## src/hw/rtl/assert_macros.svh

```systemverilog
// ----------------------------------------------------------------------------
// Assertion macros
// Shared concurrent assertion forms used by the RTL of the force blend core.
// ----------------------------------------------------------------------------
`ifndef ASSERT_MACROS_SVH
`define ASSERT_MACROS_SVH

// Same-cycle implication.
`define ASSERT_IMPLY(label, clk, rst, ante, cons) \
   label: assert property (@(posedge clk) disable iff (rst) (ante) |-> (cons)) \
      else $error("implication check failed");

// Implication after a fixed number of cycles.
`define ASSERT_DELAY(label, clk, rst, ante, n, cons) \
   label: assert property (@(posedge clk) disable iff (rst) (ante) |-> ##(n) (cons)) \
      else $error("delayed implication check failed");

`endif

```

## src/hw/rtl/lcb_pkg.sv

```systemverilog
// ----------------------------------------------------------------------------
// lcb_pkg
// Widths, register map, shared types and constants of the force blend core.
// ----------------------------------------------------------------------------
`default_nettype none

package lcb_pkg;

   localparam int LENGTH_FRACTION_BITS = 24;
   localparam int OUT_FRAC_BITS        = 24;

   localparam int LEN_W    = 31;
   localparam int VEL_W    = 32;
   localparam int FRAC_W   = 16;
   localparam int COEF_W   = 32;
   localparam int FORCE_W  = 48;
   localparam int D_W      = 33;
   localparam int FP_W     = 48;
   localparam int T_W      = 56;
   localparam int HALF_W   = 28;
   localparam int S_W      = 32;
   localparam int ADDR_W   = 5;
   localparam int DATA_W   = 32;

   // Products of a Q16.16 coefficient drop this many bits.
   localparam int PROD_SHIFT = 16;

   localparam int DIV_STAGES   = S_W;
   localparam int HORNER_STEPS = 3;
   localparam int LATENCY      = 3 + DIV_STAGES + 2 * HORNER_STEPS + 1;

   localparam logic [LEN_W-1:0]  REST_LEN_RESET            = LEN_W'(32'h0100_0000);
   localparam logic [FRAC_W-1:0] TRANSITION_FRACTION_RESET = FRAC_W'(6554);

   typedef enum logic [2:0] {
      REG_REST_LEN              = 3'd0,
      REG_TRANSITION_FRACTION   = 3'd1,
      REG_COMPRESSION_STIFFNESS = 3'd2,
      REG_EXTENSION_STIFFNESS   = 3'd3,
      REG_DAMPING_COEFFICIENT   = 3'd4
   } reg_index_type;

   typedef struct packed {
      logic [LEN_W-1:0]  rest_len;
      logic [FRAC_W-1:0] transition_fraction;
      logic [COEF_W-1:0] compression_stiffness;
      logic [COEF_W-1:0] extension_stiffness;
      logic [COEF_W-1:0] damping_coefficient;
   } cfg_type;

   // Cubic coefficients, highest order first; a0 already holds the damping.
   typedef struct packed {
      logic signed [T_W-1:0] a3;
      logic signed [T_W-1:0] a2;
      logic signed [T_W-1:0] a1;
      logic signed [T_W-1:0] a0;
   } coef_type;

endpackage

`default_nettype wire

```

## src/hw/rtl/lcb_csr.sv

```systemverilog
// ----------------------------------------------------------------------------
// lcb_csr
// Configuration registers behind the APB-style port.
// ----------------------------------------------------------------------------
`default_nettype none

module lcb_csr (
   input  wire                        clock,
   input  wire                        reset,
   input  wire                        psel,
   input  wire                        penable,
   input  wire                        pwrite,
   input  wire [lcb_pkg::ADDR_W-1:0]  paddr,
   input  wire [lcb_pkg::DATA_W-1:0]  pwdata,
   output logic [lcb_pkg::DATA_W-1:0] prdata,
   output logic                       pready,
   output lcb_pkg::cfg_type           cfg
);

   lcb_pkg::cfg_type       cfg_ff, cfg_in;
   lcb_pkg::reg_index_type idx;

   assign idx    = lcb_pkg::reg_index_type'(paddr[lcb_pkg::ADDR_W-1:2]);
   assign pready = 1'b1;
   assign cfg    = cfg_ff;

   always_comb begin
      cfg_in = cfg_ff;
      if (psel && penable && pwrite) begin
         unique case (idx)
            lcb_pkg::REG_REST_LEN:
               cfg_in.rest_len = pwdata[lcb_pkg::LEN_W-1:0];
            lcb_pkg::REG_TRANSITION_FRACTION:
               cfg_in.transition_fraction = pwdata[lcb_pkg::FRAC_W-1:0];
            lcb_pkg::REG_COMPRESSION_STIFFNESS:
               cfg_in.compression_stiffness = pwdata[lcb_pkg::COEF_W-1:0];
            lcb_pkg::REG_EXTENSION_STIFFNESS:
               cfg_in.extension_stiffness = pwdata[lcb_pkg::COEF_W-1:0];
            lcb_pkg::REG_DAMPING_COEFFICIENT:
               cfg_in.damping_coefficient = pwdata[lcb_pkg::COEF_W-1:0];
            default: ;
         endcase
      end
   end

   always_comb begin
      unique case (idx)
         lcb_pkg::REG_REST_LEN:
            prdata = lcb_pkg::DATA_W'(cfg_ff.rest_len);
         lcb_pkg::REG_TRANSITION_FRACTION:
            prdata = lcb_pkg::DATA_W'(cfg_ff.transition_fraction);
         lcb_pkg::REG_COMPRESSION_STIFFNESS:
            prdata = cfg_ff.compression_stiffness;
         lcb_pkg::REG_EXTENSION_STIFFNESS:
            prdata = cfg_ff.extension_stiffness;
         lcb_pkg::REG_DAMPING_COEFFICIENT:
            prdata = cfg_ff.damping_coefficient;
         default:
            prdata = '0;
      endcase
   end

   always_ff @(posedge clock) begin
      if (reset) begin
         cfg_ff.rest_len              <= lcb_pkg::REST_LEN_RESET;
         cfg_ff.transition_fraction   <= lcb_pkg::TRANSITION_FRACTION_RESET;
         cfg_ff.compression_stiffness <= '0;
         cfg_ff.extension_stiffness   <= '0;
         cfg_ff.damping_coefficient   <= '0;
      end else begin
         cfg_ff <= cfg_in;
      end
   end

endmodule

`default_nettype wire

```

## config.mk

```make
export PLATFORM = sky130hd
export DESIGN_NAME = lcb_csr
export DESIGN_NICKNAME = d
export VERILOG_FILES = /design/src/hw/rtl/assert_macros.svh /design/src/hw/rtl/lcb_pkg.sv /design/src/hw/rtl/lcb_csr.sv
export SDC_FILE = /design/constraint.sdc
export NUM_CORES = 1
export LEC_CHECK = 0
export BUFFER_PORTS_ARGS = -buffer_cell sky130_fd_sc_hd__buf_2
export CORE_AREA = 2 2 119 121
export CTS_CLUSTER_DIAMETER = 80
export CTS_CLUSTER_SIZE = 14
export DETAILED_ROUTE_END_ITERATION = 10
export DIE_AREA = 0 0 121 123
export PLACE_DENSITY = 0.83
export SLEW_MARGIN = 5
export SYNTH_ARGS = -nofsm -noshare
export SYNTH_HDL_FRONTEND = slang
export SYNTH_SLANG_ARGS = --single-unit
```

## constraint.sdc

```tcl
create_clock -name clock -period 1.7 [get_ports clock]
set_input_delay 0.255 -clock clock [delete_from_list [all_inputs] [get_ports clock]]
set_output_delay 0.255 -clock clock [all_outputs]
set_load 0.02 [all_outputs]
```

==> impl_metrics.yaml, run 1 <==
timing:
  fin_ws_ps: 3.17
  drv_slew: 0
  max_freq_mhz: 589
  setup_viol: 0
  layout_min_cycle_time_ps: 1700
  min_period_over_period_pct: 99.8
  hold_viol_final: 0
  rsz0062_at_grt: "yes"
  finClkSkew_ps: 0
  timing.hold.ws_ps: 103
  finalSetupTns_ps: 0
detailed_routing:
  vias_per_cell: 5.45
  wl_met2_um: 9690
  wl_per_cell_um: 18.2
  top_layer: "met4"
  routed_wl_um: 20300
  drt-pass1-iter-count: 4
  drtIter0Drc: 355
  drt.antenna.violating_nets: 0
  dr_wl_met3_um: 1500
  met1Wirelength_um: 8780
  drc: 0
  vias: 6059
global_route:
  grt_pass1_wl_um: 31100
  first_global_vias: 5790
  antenna_found_initial: 0
  grt_overflow_total: 0
  grtUsageTotal_pct: 26.8
  grt_max_degree: 79
pwr:
  leakagePower_nw: 4.42
  irDropWorstVdd_mv: 0.566
  power.density_mw_per_mm2: 848
setup_path:
  reg2reg_from: "cfg[94]"
  critical_path.cell_chain: "mux2_2, a22oi_2, o22ai_1, buf_4"
  crit_slowest_cell: "dfxtp_2"
  worstSetupEndpointType: "primary output"
  required_ps: 1440
  worstPathArrival_ps: 1440
  max_stage_delay_ps: 330
  worstSetupPathType: "reg -> out"
  r2r-end: "cfg[94]"
  cp-start-kind: "flip-flop"
  crit_fanout: 3
  reg2reg_slack_ps: 890
  reg2regPathDepth: 3
place:
  dp_hpwl_um: 13500
  dpl-instance-area_mm2: 0.00826
  portBuffers: 214
  gp_congestion: 0.819
  place_ws_ps: 22.7
flow_run:
  maxCapViolCount: 0
logic_synthesis:
  yosysWarnings: 0
  synth_area_mm2: 0.00683
  synth-edff-count: 0
  ys.flop_type: "dfxtp_1"
  syn_nets: 751
  ys_async_sr_fraction_pct: 0
  yosys_register_bits: 143
  ys_types: 31
  syn-instance-count: 709
  avgSynthCellArea_um2: 9.63
  ys_seq_area_share_pct: 41.9
clock_tree:
  htreeDepth: 4
  clkTransAtPathRegs_ps: 60
  cts_tree: "yes"
  root_buffer: "clkbuf_16"
  cts.path.max_buffers: 2
  clk-insertion-delay-late_ps: 420
  clock_sinks: 143
  ctsHoldBuffers: 0
  cts-buffers-inserted: 17
cells_and_area:
  area_growth_pct: 32.5
  largest_reg_flops: 143
  mostFrequentLayoutCells: "198 x buf_2, 136 x nand2b_1, 128 x dfxtp_1"
  layout_commonest_cell: "buf_2"
  nFillCells: 1110
  fin_area_mm2: 0.00905
  fin_util_pct: 66.5
  regArea_mm2: 0.00288
  diodes: 0
  multi_input_area_mm2: 0.00376
  layout-drive-gt1-share_pct: 36.8
  final_nets: 961
floorplan:
  fp.dieH_um: 123
  pin_count: 218
  core_region_area_mm2: 0.0136
  core.rowCount: 43
  start_util_pct: 50.2
  die_w_um: 121
  die-area_mm2: 0.0149
min_path:
  hold_class: "in -> reg"
  worstHoldEndpoint: "cfg[99]"
  hold_depth: 3
  hold_path_startpoint: "pwdata[3]"
status:
  status: "completed"
-- repair_timing --
action	CTS	global route
pin swaps	3	14
resized for setup	7	48
buffers inserted	0	2
endpoints found under the setup margin	4	17
cloned	0	1
hold endpoints to repair	0	0
-- synthesized netlist by cell type (all sizes together), types with 2 or more instances --
cell	n	share of area, %
a2bb2oi	15	1.9
nand2b	137	13
nand2	17	0.97
nor2b	35	3.2
a22oi	32	3.5
clkbuf	36	2.0
nand3	2	0.40
mux2i	127	19
dfxtp	143	42
mux2	16	2.6
o22ai	17	1.6
nor2	17	1.0
o21ai	79	5.8
buf	27	2.8
-- critical path: cells and delay by family (launching register included) --
kind | cells | cell delay, ps
flops | 1 | 330
mux | 1 | 290
compound gates | 2 | 230
buf+inv | 1 | 170
-- per-stage QoR --
stage               total power (W)  instances
floorplan                   0.00384        709
detailed placement          0.00409       1077
global placement            0.00408       1077
global route                0.00790       1112
CTS                         0.00768       1109
finish                      0.00767       1112
-- report_power, final --
group	switching (W)	leakage [nW]	internal, W
clock network	0.00142	0.275	0.00221
registers	0.0000201	1.16	0.00338
logic	0.000378	2.98	0.000272
total	0.00182	4.42	0.00585
-- layer usage --
metal  vias to the layer above  track usage (%)
met4                         0             10.1
li1                       2881                -
met3                        28             7.43
met1                      2921             34.0
met5                         -                0
met2                       229             43.6
-- worst max-delay path by stage --
stage	start	to	slack [ps]	cells past startpoint
final	cfg[72]	prdata[8]	3	4
after global routing	cfg[72]	prdata[8]	-60	4
after CTS	cfg[34]	prdata[2]	0.4	4
after detailed placement	paddr[2]	prdata[3]	20	7
after global placement	paddr[2]	prdata[3]	20	7
after floorplan	paddr[3]	prdata[16]	80	5
-- area by class of cell --
type,instances,area share (%)
clock buffer,24,5.55
clock inverter,8,0.871
multi-input combinational,503,41.5
sequential,143,31.8
tap,180,2.49
timing repair buffer,254,17.7
-- kinds of logic after synthesis --
logic type | Yosys count | synth area share (%)
AO/OA/AOI/OAI | 143 | 12.8
buffers and inverters | 63 | 4.78
flip-flops | 143 | 41.9
multiplexers | 143 | 21.3
other | 1 | 0.0549
AND/OR/NAND/NOR | 216 | 19.2
Power figures use the tool's default switching activity.
==> inputs of run 2 (changes only) <==
--- a/config.mk
+++ b/config.mk
@@ -6,12 +6,12 @@
 export NUM_CORES = 1
 export LEC_CHECK = 0
 export BUFFER_PORTS_ARGS = -buffer_cell sky130_fd_sc_hd__buf_2
-export CORE_AREA = 2 2 119 121
-export CTS_CLUSTER_DIAMETER = 80
+export CORE_AREA = 2 2 117 119
+export CTS_BUF_LIST = sky130_fd_sc_hd__clkbuf_8
 export CTS_CLUSTER_SIZE = 14
 export DETAILED_ROUTE_END_ITERATION = 10
-export DIE_AREA = 0 0 121 123
-export PLACE_DENSITY = 0.83
+export DIE_AREA = 0 0 119 121
+export PLACE_DENSITY = 0.85
 export SLEW_MARGIN = 5
 export SYNTH_ARGS = -nofsm -noshare
 export SYNTH_HDL_FRONTEND = slang
==> run 2 against run 1 <==
Net effect:
- the flow now finishes with violations (negative setup slack)
- wire length grew 0.79%
- worst setup slack worse by 12 ps
- non-clock buffer count is 8 higher
- via count up 1.5%
- register-to-register slack lost 60 ps
- total power is 8.6% lower
- critical path depth unchanged
- global-route usage rose by 0.86 points
- design area decreased by 0.41%
==> impl_metrics.yaml, run 2 (synthesis results as in run 1) <==
status:
  status: "finished, violations left"
  violations: "negative setup slack"
global_route:
  grt_max_degree: 65
  grt_pass1_wl_um: 31300
  first_global_vias: 5838
  grt_overflow_total: 0
  antenna_found_initial: 0
  grtUsageTotal_pct: 27.7
detailed_routing:
  vias: 6147
  drt-pass1-iter-count: 6
  wl_per_cell_um: 18.3
  drtIter0Drc: 450
  routed_wl_um: 20400
  vias_per_cell: 5.52
  drc: 0
  drt.antenna.violating_nets: 0
clock_tree:
  clock_sinks: 143
  clk-insertion-delay-late_ps: 440
  cts.path.max_buffers: 2
  ctsHoldBuffers: 0
  cts-buffers-inserted: 17
  root_buffer: "clkbuf_8"
  cts_tree: "yes"
  htreeDepth: 4
  clkTransAtPathRegs_ps: 80
place:
  dp.cells: 1077
  portBuffers: 214
  place_ws_ps: -37.1
  gp_congestion: 0.828
  dp_hpwl_um: 13800
pwr:
  leakagePower_nw: 4.43
  irDropWorstVdd_mv: 0.541
  total_power_w: 0.00701
  power.density_mw_per_mm2: 778
timing:
  drv_slew: 0
  fin_ws_ps: -8.98
  timing.hold.ws_ps: 80.8
  hold_viol_final: 0
  min_period_over_period_pct: 101
  rsz0062_at_grt: "yes"
  finClkSkew_ps: 0
  layout_min_cycle_time_ps: 1710
  max_freq_mhz: 585
  finalSetupTns_ps: -13.7
  setup_viol: 2
min_path:
  hold_class: "in -> reg"
cells_and_area:
  largest_reg_flops: 143
  multi_input_area_mm2: 0.00378
  nFillCells: 1006
  final_nets: 969
  mostFrequentLayoutCells: "196 x buf_2, 137 x nand2b_1, 126 x mux2i_1"
  layout_commonest_cell: "buf_2"
  fin_cells: 1114
  area_growth_pct: 32.0
  diodes: 0
  layout-drive-gt1-share_pct: 39.4
  regArea_mm2: 0.00291
setup_path:
  required_ps: 1440
  worstSetupPathType: "reg -> out"
  worstSetupEndpointType: "primary output"
  reg2reg_slack_ps: 830
  crit_fanout: 3
  worstPathArrival_ps: 1450
  cp-start-kind: "flip-flop"
floorplan:
  fp.dieH_um: 121
  pin_count: 218
  start_util_pct: 52.2
  core_region_area_mm2: 0.0131
  die_w_um: 119
  die-area_mm2: 0.0144
  core.rowCount: 42
flow_run:
  maxCapViolCount: 0
==> run 2: cell types whose count changed in the layout (fill, tap and decap cells not counted), moves of 4 or more <==
cell	before	now
dfxtp_1	128	109
dfxtp_2	15	34
clkbuf_16	18	0
clkbuf_8	5	21
buf_4	39	46
clkinvlp_4	4	0
==> run 2: path summary, 6_finish.rpt <==
path / start / endpoint / cells after the start
min: pwdata[7] / cfg[103] / 3
min reg2reg: cfg[43] / cfg[43] / 2
max reg2reg: cfg[71] / cfg[71] / 4
max: cfg[36] / prdata[4] / 4
==> run 2: power by group <==
group / leakage [nW] / internal [W] / switching (W) / total, W
Combinational: 3.03 / 0.000277 / 0.000378 / 0.000655
Sequential: 1.17 / 0.00337 / 0.0000205 / 0.00339
Clock: 0.231 / 0.00172 / 0.00124 / 0.00296
==> run 2: worst max-delay path: stages (launching register included) <==
cell     delay (ps)
dfxtp_2         340
mux2_2          280
a22oi_2         130
o22ai_1         100
buf_2           160
==> run 2: per-stage QoR <==
stage	utilization (%)	instance area, um2
detailed placement	63.4	8290
global placement	63.4	8290
CTS	67.8	8870
floorplan	-	6830
finish	68.9	9010
global route	68.9	9010
==> run 2: timing repair <==
action / 4_1_cts / 5_1_grt
resized for setup: 43 / 42
setup endpoints to repair: 20 / 31
setup buffers: 4 / 3
pin swaps: 12 / 6
==> run 2: area by class of cell <==
| class | count | area share (%) |
|---|---|---|
| Clock buffer | 21 | 3.21 |
| Clock inverter | 9 | 1.57 |
| Timing Repair Buffer | 262 | 18.5 |
| Multi-Input combinational cell | 503 | 42.0 |
| Sequential cell | 143 | 32.2 |
| Tap cell | 176 | 2.44 |
==> run 2: metal layers <==
metal	wire, um	vias to the layer above	GRT usage, %
met3	1610	30	7.38
met5	0	-	0
met1	8500	2957	33.4
li1	-	2903	-
met4	315	0	9.23
met2	10000	257	47.8
==> inputs of run 3 (changes only) <==
==> constraint.sdc (replaced) <==
create_clock -name clock -period 1.7 [get_ports clock]
set_input_delay 0.34 -clock clock [delete_from_list [all_inputs] [get_ports clock]]
set_output_delay 0.34 -clock clock [all_outputs]
set_load 0.02 [all_outputs]
==> run 3 against run 2 <==
Net effect:
- the flow still finishes with violations (negative setup slack)
- combinational power grew 12%
- total power shrank 2.7%
- non-clock buffer count grew 40
- cell count grew 3.7%
- via count grew 4.8%
- sequential power is essentially flat
- flip-flop and latch count is the same
- register-to-register slack lost 20 ps
- clock power shrank 9.1%
- critical path type is now in -> out
- critical endpoint is now prdata[13]
==> impl_metrics.yaml, run 3 (synthesis results as in run 1) <==
status:
  status: "finished, violations left"
  violations: "negative setup slack"
floorplan:
  die-area_mm2: 0.0144
  fp.dieH_um: 121
  start_util_pct: 52.2
  core.rowCount: 42
  die_w_um: 119
  core_region_area_mm2: 0.0131
  pin_count: 218
pwr:
  total_power_w: 0.00682
  irDropWorstVdd_mv: 0.588
  power.density_mw_per_mm2: 713
  leakagePower_nw: 4.66
place:
  dp_hpwl_um: 14100
  dpl-instance-area_mm2: 0.00842
  gp_congestion: 0.830
  portBuffers: 214
setup_path:
  cp-start-kind: "input port"
  worstSetupEndpointType: "primary output"
  reg2reg_slack_ps: 810
  crit_fanout: 8
  worstPathArrival_ps: 1500
  reg2regPathDepth: 4
  r2r-end: "cfg[72]"
  reg2reg_from: "cfg[72]"
  worstSetupPathType: "in -> out"
  required_ps: 1360
global_route:
  grt_pass1_wl_um: 33400
  grt_overflow_total: 0
  grt_max_degree: 56
  antenna_found_initial: 0
  first_global_vias: 6184
  grtUsageTotal_pct: 29.8
detailed_routing:
  vias_per_cell: 5.58
  drtIter0Drc: 485
  routed_wl_um: 22400
  wl_per_cell_um: 19.4
  drt-pass1-iter-count: 5
  vias: 6441
  drt.antenna.violating_nets: 0
  drc: 0
cells_and_area:
  area_growth_pct: 40.0
  mostFrequentLayoutCells: "179 x buf_2, 137 x nand2b_1, 124 x mux2i_1"
  nFillCells: 942
  layout_commonest_cell: "buf_2"
  layout-drive-gt1-share_pct: 46.5
  diodes: 0
  regArea_mm2: 0.00293
  fin_area_mm2: 0.00956
  multi_input_area_mm2: 0.00391
  largest_reg_flops: 143
  final_nets: 1009
min_path:
  hold_path_startpoint: "pwdata[24]"
  hold_class: "in -> reg"
  worstHoldEndpoint: "cfg[136]"
  hold_depth: 3
clock_tree:
  root_buffer: "clkbuf_8"
  clk-insertion-delay-late_ps: 450
  htreeDepth: 4
  cts.path.max_buffers: 2
  ctsHoldBuffers: 0
  cts-buffers-inserted: 17
  cts_tree: "yes"
  clock_sinks: 143
  clkTransAtPathRegs_ps: 80
timing:
  rsz0062_at_grt: "yes"
  hold_viol_final: 0
  max_freq_mhz: 545
  fin_ws_ps: -135
  setup_viol: 17
  layout_min_cycle_time_ps: 1840
  drv_slew: 0
  finClkSkew_ps: 0
  min_period_over_period_pct: 108
flow_run:
  maxCapViolCount: 0
## run 3: changes by cell type in the layout (fill, tap and decap cells not counted), moves of 5 or more
cell        previous run  this run
buf_2                196       179
buf_4                 46        85
buf_6                  5        21
clkinvlp_4             0         5
dfxtp_1              109        86
dfxtp_2               34        57
o21ai_0               70        58
o21ai_1                8        20
o22ai_1               15         3
o22ai_2                2        14
## run 3: how the worst max path moves through the flow
stage | to | cells past startpoint | startpoint
floorplan | prdata[31] | 4 | paddr[3]
global placement | prdata[5] | 5 | paddr[3]
detailed placement | prdata[8] | 6 | paddr[2]
CTS | prdata[8] | 4 | cfg[72]
global route | prdata[13] | 8 | paddr[2]
finish | prdata[13] | 8 | paddr[2]
## run 3: cell type report
class / instances / share of cell area [%]
clock inverter: 13 / 1.48
sequential: 143 / 30.7
multi-input combinational: 503 / 40.9
timing repair buffer: 302 / 22.1
clock buffer: 18 / 2.59
tap: 176 / 2.30
## run 3: metrics by stage
stage,TNS (ps),utilization [%],hold slack [ps],std cells,worst slack [ps]
2_1_floorplan,0,-,507,709,3.16
3_3_place_gp,-2380,64.4,471,1084,-117
3_5_place_dp,-2360,64.4,478,1084,-141
4_1_cts,-1730,70.6,144,1137,-134
5_1_grt,-2770,73.0,168,1155,-176
6_report,-1410,73.0,163,1155,-135
## run 3: timing repair
action                     in CTS  in global routing
pin swaps                      15                 18
gates resized for setup        90                 64
gates cloned                    1                  1
setup endpoints to repair      32                 32
setup buffers                  21                 17
## run 3: per-layer routing
metal | GRT usage, % | wire, um | up-vias
li1 | - | - | 2979
met1 | 36.2 | 9180 | 3120
met2 | 52.0 | 11100 | 309
met3 | 6.67 | 1640 | 33
met4 | 10.3 | 408 | 0
met5 | 0 | 0 | -
## run 3: critical path, cell delays in order
cell and delay [ps]:
buf_6 110, buf_12 130, nor2b_4 150, buf_6 140
clkbuf_16 150, a22oi_1 80, o22ai_1 210, buf_4 180
## run 3: power by group
part / internal [W] / leakage [nW] / total [W] / switching [W]
Clock: 0.00134 / 0.185 / 0.00269 / 0.00136
Sequential: 0.00337 / 1.18 / 0.00339 / 0.0000214
Combinational: 0.000325 / 3.29 / 0.000731 / 0.000406
Total: 0.00503 / 4.66 / 0.00682 / 0.00178
